==> src/hdl/scws_pkg.sv <==
`timescale 1ns / 1ps
// ----------------------------------------------------------------------------
// scws_pkg
// Shared types and constants of the source comment and whitespace stripper.
// ----------------------------------------------------------------------------
package scws_pkg;

   // Lexer modes
   localparam logic [1:0] MODE_NORMAL = 2'd0;
   localparam logic [1:0] MODE_QUOTE  = 2'd1;
   localparam logic [1:0] MODE_LINE   = 2'd2;
   localparam logic [1:0] MODE_BLOCK  = 2'd3;

   // Result kinds
   localparam logic [1:0] KIND_CHAR   = 2'd0;
   localparam logic [1:0] KIND_END_OK = 2'd1;
   localparam logic [1:0] KIND_END_ERR = 2'd2;

   // Character codes
   localparam logic [7:0] CH_SLASH  = 8'h2F;
   localparam logic [7:0] CH_STAR   = 8'h2A;
   localparam logic [7:0] CH_BSLASH = 8'h5C;
   localparam logic [7:0] CH_SQUOTE = 8'h27;
   localparam logic [7:0] CH_DQUOTE = 8'h22;
   localparam logic [7:0] CH_SPACE  = 8'h20;
   localparam logic [7:0] CH_TAB    = 8'h09;
   localparam logic [7:0] CH_CR     = 8'h0D;
   localparam logic [7:0] CH_LF     = 8'h0A;

   localparam int MAX_RESULTS = 3;

   // Results caused by one input item; cnt is 1..3 when the bundle is queued.
   typedef struct packed {
      logic [1:0]                    cnt;
      logic [MAX_RESULTS-1:0][7:0]   ch;
      logic [MAX_RESULTS-1:0][1:0]   kind;
   } bundle_type;

endpackage

==> src/hdl/scws_front.sv <==
`timescale 1ns / 1ps
// ----------------------------------------------------------------------------
// scws_front
// Lexer state and per-character classification into a result bundle.
// ----------------------------------------------------------------------------
module scws_front (
   input  logic                clock,
   input  logic                reset,
   input  logic                accept,
   input  logic [7:0]          character,
   input  logic                final_char,
   output logic                bundle_valid,
   output scws_pkg::bundle_type bundle
);
   import scws_pkg::*;

   logic [1:0] mode_ff, mode_in;
   logic [7:0] quote_ff, quote_in;
   logic       esc_ff, esc_in;
   logic       slash_ff, slash_in;
   logic       star_ff, star_in;

   always_comb begin
      logic [1:0] n;
      logic       do_normal;
      n         = 2'd0;
      do_normal = 1'b0;
      bundle    = '0;
      mode_in   = mode_ff;
      quote_in  = quote_ff;
      esc_in    = esc_ff;
      slash_in  = slash_ff;
      star_in   = star_ff;

      unique case (mode_ff)
         MODE_QUOTE: begin
            bundle.ch[n]   = character;
            bundle.kind[n] = KIND_CHAR;
            n = n + 2'd1;
            if (esc_ff) begin
               esc_in = 1'b0;
            end else if (character == CH_BSLASH) begin
               esc_in = 1'b1;
            end else if (character == quote_ff) begin
               mode_in  = MODE_NORMAL;
               quote_in = 8'd0;
            end
         end
         MODE_LINE: begin
            if (character == CH_LF) begin
               mode_in = MODE_NORMAL;
            end
         end
         MODE_BLOCK: begin
            if (star_ff && character == CH_SLASH) begin
               mode_in = MODE_NORMAL;
               star_in = 1'b0;
            end else begin
               star_in = (character == CH_STAR);
            end
         end
         default: begin
            if (slash_ff) begin
               slash_in = 1'b0;
               if (character == CH_SLASH) begin
                  mode_in = MODE_LINE;
               end else if (character == CH_STAR) begin
                  mode_in = MODE_BLOCK;
                  star_in = 1'b0;
               end else begin
                  // held slash was not a comment opener
                  bundle.ch[n]   = CH_SLASH;
                  bundle.kind[n] = KIND_CHAR;
                  n = n + 2'd1;
                  do_normal = 1'b1;
               end
            end else begin
               do_normal = 1'b1;
            end
         end
      endcase

      if (do_normal) begin
         if (character == CH_SQUOTE || character == CH_DQUOTE) begin
            mode_in  = MODE_QUOTE;
            quote_in = character;
            esc_in   = 1'b0;
            bundle.ch[n]   = character;
            bundle.kind[n] = KIND_CHAR;
            n = n + 2'd1;
         end else if (character == CH_SLASH) begin
            slash_in = 1'b1;
         end else if (!(character == CH_SPACE || character == CH_TAB ||
                        character == CH_CR || character == CH_LF)) begin
            bundle.ch[n]   = character;
            bundle.kind[n] = KIND_CHAR;
            n = n + 2'd1;
         end
      end

      if (final_char) begin
         if (slash_in) begin
            bundle.ch[n]   = CH_SLASH;
            bundle.kind[n] = KIND_CHAR;
            n = n + 2'd1;
         end
         bundle.ch[n]   = 8'd0;
         bundle.kind[n] = (mode_in == MODE_QUOTE || mode_in == MODE_BLOCK) ?
                          KIND_END_ERR : KIND_END_OK;
         n = n + 2'd1;
         mode_in  = MODE_NORMAL;
         quote_in = 8'd0;
         esc_in   = 1'b0;
         slash_in = 1'b0;
         star_in  = 1'b0;
      end

      bundle.cnt   = n;
      bundle_valid = accept && (n != 2'd0);
   end

   always_ff @(posedge clock) begin
      if (reset) begin
         mode_ff  <= MODE_NORMAL;
         quote_ff <= 8'd0;
         esc_ff   <= 1'b0;
         slash_ff <= 1'b0;
         star_ff  <= 1'b0;
      end else if (accept) begin
         mode_ff  <= mode_in;
         quote_ff <= quote_in;
         esc_ff   <= esc_in;
         slash_ff <= slash_in;
         star_ff  <= star_in;
      end
   end

endmodule

==> src/hdl/scws_queue.sv <==
`timescale 1ns / 1ps
// ----------------------------------------------------------------------------
// scws_queue
// Two-entry bundle queue between the lexer and the result serializer.
// ----------------------------------------------------------------------------
module scws_queue (
   input  logic                clock,
   input  logic                reset,
   input  logic                wr_en,
   input  scws_pkg::bundle_type wr_data,
   output logic                full,
   input  logic                rd_en,
   output logic                rd_valid,
   output scws_pkg::bundle_type rd_data
);
   import scws_pkg::*;

   bundle_type entry_ff [2];
   logic       wr_ptr_ff, rd_ptr_ff;
   logic [1:0] count_ff;

   assign full     = (count_ff == 2'd2);
   assign rd_valid = (count_ff != 2'd0);
   assign rd_data  = entry_ff[rd_ptr_ff];

   always_ff @(posedge clock) begin
      if (wr_en) begin
         entry_ff[wr_ptr_ff] <= wr_data;
      end
   end

   always_ff @(posedge clock) begin
      if (reset) begin
         wr_ptr_ff <= 1'b0;
         rd_ptr_ff <= 1'b0;
         count_ff  <= 2'd0;
      end else begin
         if (wr_en) begin
            wr_ptr_ff <= ~wr_ptr_ff;
         end
         if (rd_en) begin
            rd_ptr_ff <= ~rd_ptr_ff;
         end
         case ({wr_en, rd_en})
            2'b10:   count_ff <= count_ff + 2'd1;
            2'b01:   count_ff <= count_ff - 2'd1;
            default: count_ff <= count_ff;
         endcase
      end
   end

endmodule

==> src/hdl/scws_back.sv <==
`timescale 1ns / 1ps
// ----------------------------------------------------------------------------
// scws_back
// Result serializer: hands out the results of one bundle, one per pop.
// ----------------------------------------------------------------------------
module scws_back (
   input  logic                clock,
   input  logic                reset,
   input  logic                q_valid,
   input  scws_pkg::bundle_type q_data,
   output logic                q_pop,
   output logic                empty,
   input  logic                pop,
   output logic [7:0]          out_char,
   output logic [1:0]          kind,
   output logic                last_of_run
);
   import scws_pkg::*;

   bundle_type cur_ff;
   logic       valid_ff;
   logic [1:0] idx_ff;
   logic       take, done, load;

   assign empty       = !valid_ff;
   assign out_char    = cur_ff.ch[idx_ff];
   assign kind        = cur_ff.kind[idx_ff];
   assign last_of_run = (idx_ff == cur_ff.cnt - 2'd1);

   assign take  = valid_ff && pop;
   assign done  = take && last_of_run;
   assign load  = q_valid && (!valid_ff || done);
   assign q_pop = load;

   always_ff @(posedge clock) begin
      if (load) begin
         cur_ff <= q_data;
      end
   end

   always_ff @(posedge clock) begin
      if (reset) begin
         valid_ff <= 1'b0;
         idx_ff   <= 2'd0;
      end else if (load) begin
         valid_ff <= 1'b1;
         idx_ff   <= 2'd0;
      end else if (done) begin
         valid_ff <= 1'b0;
         idx_ff   <= 2'd0;
      end else if (take) begin
         idx_ff   <= idx_ff + 2'd1;
      end
   end

`ifndef SYNTHESIS
   a_cnt_nonzero: assert property (@(posedge clock) disable iff (reset)
      valid_ff |-> (cur_ff.cnt != 2'd0))
      else $error("bundle with no results reached the serializer");

   a_idx_in_range: assert property (@(posedge clock) disable iff (reset)
      valid_ff |-> (idx_ff < cur_ff.cnt))
      else $error("result index beyond bundle count");

   a_end_is_last: assert property (@(posedge clock) disable iff (reset)
      (valid_ff && kind != KIND_CHAR) |-> last_of_run)
      else $error("end marker not last of its run");

   a_partial_advances: assert property (@(posedge clock) disable iff (reset)
      (take && !last_of_run) |=> (valid_ff && idx_ff == $past(idx_ff) + 2'd1))
      else $error("serializer lost its place inside a bundle");
`endif

endmodule

==> src/hdl/source_comment_whitespace_stripper.sv <==
`timescale 1ns / 1ps
// ----------------------------------------------------------------------------
// source_comment_whitespace_stripper
// Strips C-style comments and whitespace outside quotes from a byte stream.
// ----------------------------------------------------------------------------
// Usage:
//   Input side is a queue write port: drive req_character / req_final_char
//   and raise req_push; the item is taken on a clock edge where req_full is
//   low. req_final_char marks the last byte of a source text.
//   Result side is a queue read port: while rsp_empty is low the oldest
//   result sits on rsp_out_char / rsp_kind / rsp_last_of_run, and rsp_pop
//   takes it. Each item causes zero to three results; the last byte of a
//   text always ends with an end marker (rsp_kind 1 ok, 2 unterminated).
// Timing:
//   The lexer classifies one item per cycle while req_full is low. Its
//   bundle is written to a two-entry queue at the edge that takes the
//   item and loaded into the serializer once the serializer is empty or
//   its last result is popped; the bundle's first result is then on the
//   rsp ports. The serializer hands out one result per cycle while
//   rsp_pop is high, so sustained rate is one item per cycle while items
//   average no more than one result; items with two or three results
//   take one pop per result. Items causing no result still need req_full low.
// Reset: synchronous; clears the lexer state, the queue and the serializer.
// Stall: if rsp_pop stays low, the queue fills and req_full rises; nothing
//   is dropped and the lexer state holds.
// ----------------------------------------------------------------------------
module source_comment_whitespace_stripper (
   input  logic       clock,
   input  logic       reset,
   input  logic       req_push,
   output logic       req_full,
   input  logic [7:0] req_character,
   input  logic       req_final_char,
   output logic       rsp_empty,
   input  logic       rsp_pop,
   output logic [7:0] rsp_out_char,
   output logic [1:0] rsp_kind,
   output logic       rsp_last_of_run
);
   import scws_pkg::*;

   logic       accept;
   logic       front_valid;
   bundle_type front_bundle;
   logic       q_valid;
   logic       q_pop;
   bundle_type q_data;

   // Item taken when the queue can hold its bundle, even if it yields nothing.
   assign accept = req_push && !req_full;

   scws_front u_front (
      .clock        (clock),
      .reset        (reset),
      .accept       (accept),
      .character    (req_character),
      .final_char   (req_final_char),
      .bundle_valid (front_valid),
      .bundle       (front_bundle)
   );

   scws_queue u_queue (
      .clock    (clock),
      .reset    (reset),
      .wr_en    (front_valid),
      .wr_data  (front_bundle),
      .full     (req_full),
      .rd_en    (q_pop),
      .rd_valid (q_valid),
      .rd_data  (q_data)
   );

   scws_back u_back (
      .clock       (clock),
      .reset       (reset),
      .q_valid     (q_valid),
      .q_data      (q_data),
      .q_pop       (q_pop),
      .empty       (rsp_empty),
      .pop         (rsp_pop),
      .out_char    (rsp_out_char),
      .kind        (rsp_kind),
      .last_of_run (rsp_last_of_run)
   );

endmodule
==> config.mk <==
export PLATFORM = sky130hd
export DESIGN_NAME = source_comment_whitespace_stripper
export DESIGN_NICKNAME = d
export VERILOG_FILES = /design/src/hdl/scws_pkg.sv /design/src/hdl/scws_front.sv /design/src/hdl/scws_queue.sv /design/src/hdl/scws_back.sv /design/src/hdl/source_comment_whitespace_stripper.sv
export SDC_FILE = /design/constraint.sdc
export NUM_CORES = 1
export LEC_CHECK = 0
export ABC_AREA = 1
export BUFFER_PORTS_ARGS = -buffer_cell sky130_fd_sc_hd__buf_4
export CAP_MARGIN = 20
export CORE_ASPECT_RATIO = 1.4
export CORE_MARGIN = 2
export CORE_UTILIZATION = 52
export DETAILED_ROUTE_END_ITERATION = 7
export GPL_TIMING_DRIVEN = 0
export PLACE_DENSITY_LB_ADDON = 0.08
export REMOVE_ABC_BUFFERS = 1
export SKIP_LAST_GASP = 1
export SYNTH_ARGS = -nofsm -noshare
export SYNTH_HDL_FRONTEND = slang
export SYNTH_SLANG_ARGS = --single-unit
==> constraint.sdc <==
create_clock -name clock -period 4.61 [get_ports clock]
set_input_delay 0.461 -clock clock [delete_from_list [all_inputs] [get_ports clock]]
set_output_delay 0.461 -clock clock [all_outputs]
set_load 0.01 [all_outputs]
==> flow_metrics.env, run 1 <==
export IMPL_cts_tree="built"
export IMPL_antenna_found_initial=0
export IMPL_worst_slew_pin_slew_ns=0.965
export IMPL_die_area_sq_mm=0.00957
export IMPL_synth_edf_count=75
export IMPL_worstPathArrival_ns=3.96
export IMPL_cp_end_kind="flop"
export IMPL_post_drt_via_cell_ratio=5.22
export IMPL_routed_wl_um=8680
export IMPL_placementRows=40
export IMPL_vias=3323
export IMPL_core_sq_mm=0.00856
export IMPL_setup_viol=0
export IMPL_ys_flop_type="edfxtp_1"
export IMPL_drt_pass1_iterations=4
export IMPL_finalCritPeriodShare_pct=87.8
export IMPL_dp_hpwl_um=6520
export IMPL_outcome="finished, final reports clean"
export IMPL_clk_path_buf_depth=2
export IMPL_ys_async_sr_fraction_pct=0
export IMPL_synth_avg_cell_area_sq_um=9.13
export IMPL_htree_levels=3
export IMPL_fmax_ghz=0.247
export IMPL_fp_dieH_um=115
export IMPL_grt_pass1_wl_um=14500
export IMPL_yosys_register_bits=95
export IMPL_ant_nets=0
export IMPL_yosysSeqAreaShare_pct=58.0
export IMPL_p_leak_nw=2.17
export IMPL_cp_required_ns=4.52
export IMPL_crit_fanout=25
export IMPL_io_pins=26
export IMPL_worstSkewPairLatency_ns=0.34
export IMPL_num_antenna_cells=0
export IMPL_hold_class="in -> reg"
export IMPL_syn2layout_area_growth_pct=12.8
export IMPL_start_util_pct=53.5
export IMPL_hold_viol_final=0
export IMPL_powerDensity_mw_per_mm2=474
export IMPL_fin_crit_ns=4.05
export IMPL_grt_pass1_vias=3142
export IMPL_ys_types=34
export IMPL_clockRootBuffer="clkbuf_16"
export IMPL_slew_headroom_pct=35.2
export IMPL_ys_warn_count=0
export IMPL_final_core_util_pct=60.3
export IMPL_cts_inserted_buffers=9
export IMPL_worstSetupPathType="reg -> reg"
export IMPL_post_cts_buffers=0
export IMPL_synth_area_sq_mm=0.00457
export IMPL_fp_dieW_um=83.3
export IMPL_ir_worst_vdd_uv=303
export IMPL_cts_num_sinks=95
export IMPL_cts_clk_slew_worst_paths_ns=0.06
export IMPL_max_cap_violations=0
export IMPL_drv_slew=0
export IMPL_fin_skew_ns=0.00824
export IMPL_gp_congestion=0.923
export IMPL_first_iter_violations=168
export IMPL_grt_max_degree=28
export IMPL_synthCells=501
export IMPL_overflow=0
export IMPL_grtUsageTotal_pct=19.4
export IMPL_wire_per_inst_um=13.6
export IMPL_port_buffers=25
export IMPL_rsz0062_at_grt="false"
export IMPL_fin_tns_setup_ns=0
export IMPL_start_kind="flop"
export IMPL_drc=0
export IMPL_layout_drive_gt1_share_pct=14.1
export IMPL_fin_nets=552
[power breakdown]
group | switching [mW] | total, mW | internal, mW
sequential | 0.0792 | 1.24 | 1.16
combinational | 0.322 | 0.516 | 0.194
clock | 0.290 | 0.690 | 0.400
total | 0.691 | 2.45 | 1.75
[per-stage QoR]
stage | instances | cell area [sq um] | total power [mW] | hold WS (ns) | setup WS [ns]
after floorplan | 490 | 4530 | 1.55 | 0.433 | 0.411
after detailed placement | 621 | 4870 | 1.78 | 0.449 | 0.223
after global placement | 620 | 4850 | 1.76 | 0.445 | -0.561
final | 637 | 5160 | 2.45 | 0.393 | 0.562
after global routing | 637 | 5160 | 2.58 | 0.395 | 0.167
after CTS | 637 | 5150 | 2.47 | 0.388 | 0.306
[logic make-up after synthesis]
kind of cell / Yosys count / synth area share [%]
and+or+nand+nor: 252 / 24.0
DFF: 95 / 58.0
AOI/OAI and AO/OA: 76 / 8.64
buffers and inverters: 60 / 4.95
adders and majority gates: 12 / 3.28
xor gates and xnor gates: 6 / 1.15
[final timing paths]
path,startpoint,slack (ns),to,cells after the start
worst min register to register,u_front.quote_ff[4],0.46,u_front.quote_ff[4],2
worst max register to register,u_front.mode_ff[1],0.56,u_queue.entry_ff[1][16],22
worst max-delay path,u_front.mode_ff[1],0.56,u_queue.entry_ff[1][16],22
worst min-delay path,reset,0.39,u_front.mode_ff[0],2
[cell type report]
class / instances / area [sq um]
well taps: 105 / 131
flip-flops and latches: 95 / 2650
repair buffers: 26 / 203
fillers: 748 / 3400
inverters: 49 / 188
clock buffers: 14 / 265
clock inverters: 2 / 16.3
multi-input cells: 346 / 1700
[routing by layer]
metal	track usage (%)	wire length, um	vias up
li1	-	-	1713
met1	21.9	3470	1510
met2	35.0	4610	78
met3	3.45	298	22
met4	10.6	297	0
met5	0	0	-
[layout by cell type (no fill, tap or decap)]
| master | instances |
|---|---|
| a21oi_1 | 28 |
| a22o_1 | 1 |
| a31oi_1 | 1 |
| buf_4 | 25 |
| buf_8 | 1 |
| clkbuf_1 | 4 |
| clkbuf_16 | 10 |
| clkinv_1 | 2 |
| clkinv_4 | 1 |
| clkinvlp_4 | 2 |
| dfxtp_1 | 20 |
| edfxtp_1 | 75 |
| ha_1 | 12 |
| inv_1 | 36 |
| inv_2 | 10 |
| nand2_1 | 154 |
| nand2_2 | 7 |
| nand2_4 | 2 |
| nand3_1 | 12 |
| nand3_2 | 7 |
| nand4_1 | 4 |
| nor2_1 | 46 |
| nor2_2 | 2 |
| nor2_4 | 3 |
| nor3_1 | 9 |
| nor3_2 | 1 |
| nor4_1 | 1 |
| o211ai_1 | 1 |
| o21ai_0 | 38 |
| o21ai_1 | 4 |
| o21ai_2 | 1 |
| o22ai_1 | 1 |
| o31ai_1 | 1 |
| or2_1 | 1 |
| or2_2 | 3 |
| xnor2_1 | 2 |
| xor2_1 | 4 |
[Yosys cell counts (9+ instances only)]
library cell    n  area, sq um
a21oi_1        28          140
clkbuf_1        9         33.8
dfxtp_1        20          400
edfxtp_1       75         2250
ha_1           12          150
inv_1          37          139
inv_2          10         37.5
nand2_1       154          578
nand3_1        12         60.1
nor2_1         47          176
nor3_1          9         45.0
o21ai_0        39          195
[flip-flops by register name (all words and copies together), names as in the netlist]
register / cells
u_front.star_ff: 1
u_front.quote_ff: 8
u_front.esc_ff: 1
u_back.idx_ff: 2
u_back.valid_ff: 1
u_queue.wr_ptr_ff: 1
u_front.mode_ff: 2
u_queue.entry_ff: 50
u_front.slash_ff: 1
u_back.cur_ff: 25
u_queue.rd_ptr_ff: 1
u_queue.count_ff: 2
[what timing repair did]
| action | CTS | global route |
|---|---|---|
| hold buffers | 0 | 0 |
| resized for setup | 0 | 2 |
| setup endpoints to repair | 0 | 37 |
[worst max-delay path, stage by stage (launching register included)]
cell and delay [ns]:
dfxtp_1 0.42, inv_1 0.09, ha_1 0.25, inv_1 0.13
nor2_1 0.05, inv_1 0.21, nand2_1 0.18, ha_1 0.31
nand3_1 0.07, nand2_1 0.10, nand2_2 0.06, nand2_2 0.09
inv_1 0.07, ha_1 0.27, nand2_1 0.05, nand2_1 0.10
inv_1 0.06, ha_1 0.27, nand2_1 0.06, nand2_2 0.08
nand3_2 0.10, nand3_2 0.11, clkinvlp_4 0.48
Note: power is estimated with default switching activity, not from simulation.
==> run 2: changes to the inputs <==
Clock period 4.61 ns to 3.7 ns, I/O delays scaled along.
==> flow_metrics.env, run 2 (same netlist as run 1, synthesis figures left out) <==
export IMPL_port_buffers=25
export IMPL_cts_tree="built"
export IMPL_slew_headroom_pct=37.0
export IMPL_grt_max_degree=28
export IMPL_cp_required_ns=3.92
export IMPL_wire_per_inst_um=13.8
export IMPL_final_core_util_pct=61.6
export IMPL_clk_path_buf_depth=2
export IMPL_drv_slew=0
export IMPL_routed_wl_um=8910
export IMPL_syn2layout_area_growth_pct=15.3
export IMPL_vias=3324
export IMPL_regMostFlops="u_queue.entry_ff"
export IMPL_ir_worst_vdd_uv=381
export IMPL_placementRows=40
export IMPL_cts_clk_slew_worst_paths_ns=0.06
export IMPL_fin_nets=559
export IMPL_crit_fanout=6
export IMPL_gp_congestion=0.923
export IMPL_overflow=0
export IMPL_drc=0
export IMPL_outcome="finished, final reports clean"
export IMPL_core_sq_mm=0.00856
export IMPL_layout_drive_gt1_share_pct=17.3
export IMPL_seqCellArea_sq_mm=0.00266
export IMPL_fill_cells=726
export IMPL_top_regs="u_queue.entry_ff x50, u_back.cur_ff x25, u_front.quote_ff x8"
export IMPL_fp_dieH_um=115
export IMPL_fmax_ghz=0.282
export IMPL_setup_viol=0
export IMPL_max_cap_violations=0
export IMPL_num_antenna_cells=0
export IMPL_fin_area_sq_mm=0.00527
export IMPL_worst_slew_pin_slew_ns=0.939
export IMPL_io_pins=26
export IMPL_ant_nets=0
export IMPL_grt_pass1_vias=3220
export IMPL_clockRootBuffer="clkbuf_16"
export IMPL_fin_skew_ns=0.00941
export IMPL_cts_inserted_buffers=9
export IMPL_grt_pass1_wl_um=14800
export IMPL_htree_levels=3
export IMPL_worstSkewPairLatency_ns=0.34
export IMPL_worstPathArrival_ns=3.76
export IMPL_multi_input_area_sq_mm=0.00173
export IMPL_die_area_sq_mm=0.00957
export IMPL_worstSetupPathType="reg -> reg"
export IMPL_start_util_pct=53.5
export IMPL_dp_slack_ns=-0.596
export IMPL_p_leak_nw=2.20
export IMPL_finalCritPeriodShare_pct=95.8
export IMPL_fin_crit_ns=3.54
export IMPL_place_area_sq_mm=0.00487
export IMPL_rsz0062_at_grt="true"
export IMPL_layout_commonest_cell="nand2_1"
export IMPL_cp_end_kind="flop"
export IMPL_hold_viol_final=0
export IMPL_antenna_found_initial=0
export IMPL_layout_common_cells="152 x nand2_1, 75 x edfxtp_1, 46 x nor2_1"
export IMPL_setup_ws_ns=0.155
export IMPL_drt_pass1_iterations=4
export IMPL_cts_num_sinks=95
export IMPL_hold_class="in -> reg"
export IMPL_first_iter_violations=219
export IMPL_fp_dieW_um=83.3
export IMPL_grtUsageTotal_pct=19.9
export IMPL_dp_hpwl_um=6520
export IMPL_start_kind="flop"
export IMPL_cts_hold_buffers=0
export IMPL_post_drt_via_cell_ratio=5.16
export IMPL_powerDensity_mw_per_mm2=587
export IMPL_largest_reg_flops=50
[run 2: cell types whose count changed in the layout (fill, tap and decap cells not counted), moves of 2 or more]
cell,change
buf_12,+2
buf_4,+4
clkinvlp_4,+2
dfxtp_1,-2
ha_1,-2
inv_1,-3
inv_2,+2
nand2_1,-2
nand2_2,+2
o21ai_0,-2
o21ai_1,+2
[run 2: metrics by stage]
step           std cells  TNS (ns)  hold slack [ns]  total power [mW]
6_report             644         0            0.296              3.09
4_1_cts              641         0            0.290              3.09
3_5_place_dp         621    -27.06            0.449              2.22
5_1_grt              644    -0.153            0.296              3.27
2_1_floorplan        490    -11.68            0.433              1.93
3_3_place_gp         620    -46.54            0.445              2.19
[run 2: final cells by class]
| type | count | share of cell area (%) |
|---|---|---|
| Clock buffer | 14 | 5.03 |
| Clock inverter | 2 | 0.308 |
| Inverter | 49 | 3.63 |
| Multi-Input combinational cell | 346 | 32.8 |
| Sequential cell | 95 | 50.4 |
| Tap cell | 105 | 2.49 |
| Timing Repair Buffer | 32 | 5.17 |
| Timing Repair inverter | 1 | 0.142 |
[run 2: what timing repair did]
item,CTS,global route
cloned,1,0
endpoints found under the setup margin,52,52
setup buffers,3,3
pin swaps,1,1
gates resized for setup,8,9
[run 2: power by group]
| group | switching, mW | internal, mW | total, mW |
|---|---|---|---|
| clock network | 0.357 | 0.498 | 0.856 |
| registers | 0.101 | 1.44 | 1.54 |
| logic | 0.421 | 0.272 | 0.693 |
| total | 0.879 | 2.21 | 3.09 |
[run 2: worst paths after layout]
| path | from | to | slack (ns) | cells past startpoint |
|---|---|---|---|---|
| hold / removal | reset | u_front.mode_ff[0] | 0.30 | 2 |
| setup reg to reg | u_front.mode_ff[0] | u_queue.count_ff[1] | 0.16 | 26 |
| hold reg to reg | u_front.quote_ff[7] | u_front.quote_ff[7] | 0.46 | 2 |
| setup / recovery | u_front.mode_ff[0] | u_queue.count_ff[1] | 0.16 | 26 |
[run 2: worst max-delay path, cell delays in order, from the launching register on]
cell and delay, ns:
dfxtp_2 0.37, inv_1 0.08, ha_2 0.23, nand2_1 0.07
inv_1 0.04, nand3_2 0.11, nand2_2 0.10, ha_1 0.28
nand3_1 0.07, nand2_1 0.10, nand2_2 0.06, nand2_2 0.09
inv_1 0.07, ha_1 0.27, nand2_1 0.05, nand2_1 0.10
inv_1 0.06, ha_1 0.27, nand2_1 0.06, nand2_2 0.08
nand3_2 0.11, nand2_2 0.13, ha_4 0.23, a21oi_2 0.11
o21ai_1 0.10, o21ai_1 0.13, a21oi_1 0.05
[run 2: routing by layer]
| layer | global-route usage [%] | up-vias | part of all wire [%] |
|---|---|---|---|
| met5 | 0 | - | 0 |
| met4 | 11.3 | 0 | 3.2 |
| met3 | 3.66 | 19 | 3.2 |
| met2 | 36.5 | 70 | 54 |
| met1 | 21.7 | 1509 | 40 |
| li1 | - | 1726 | - |
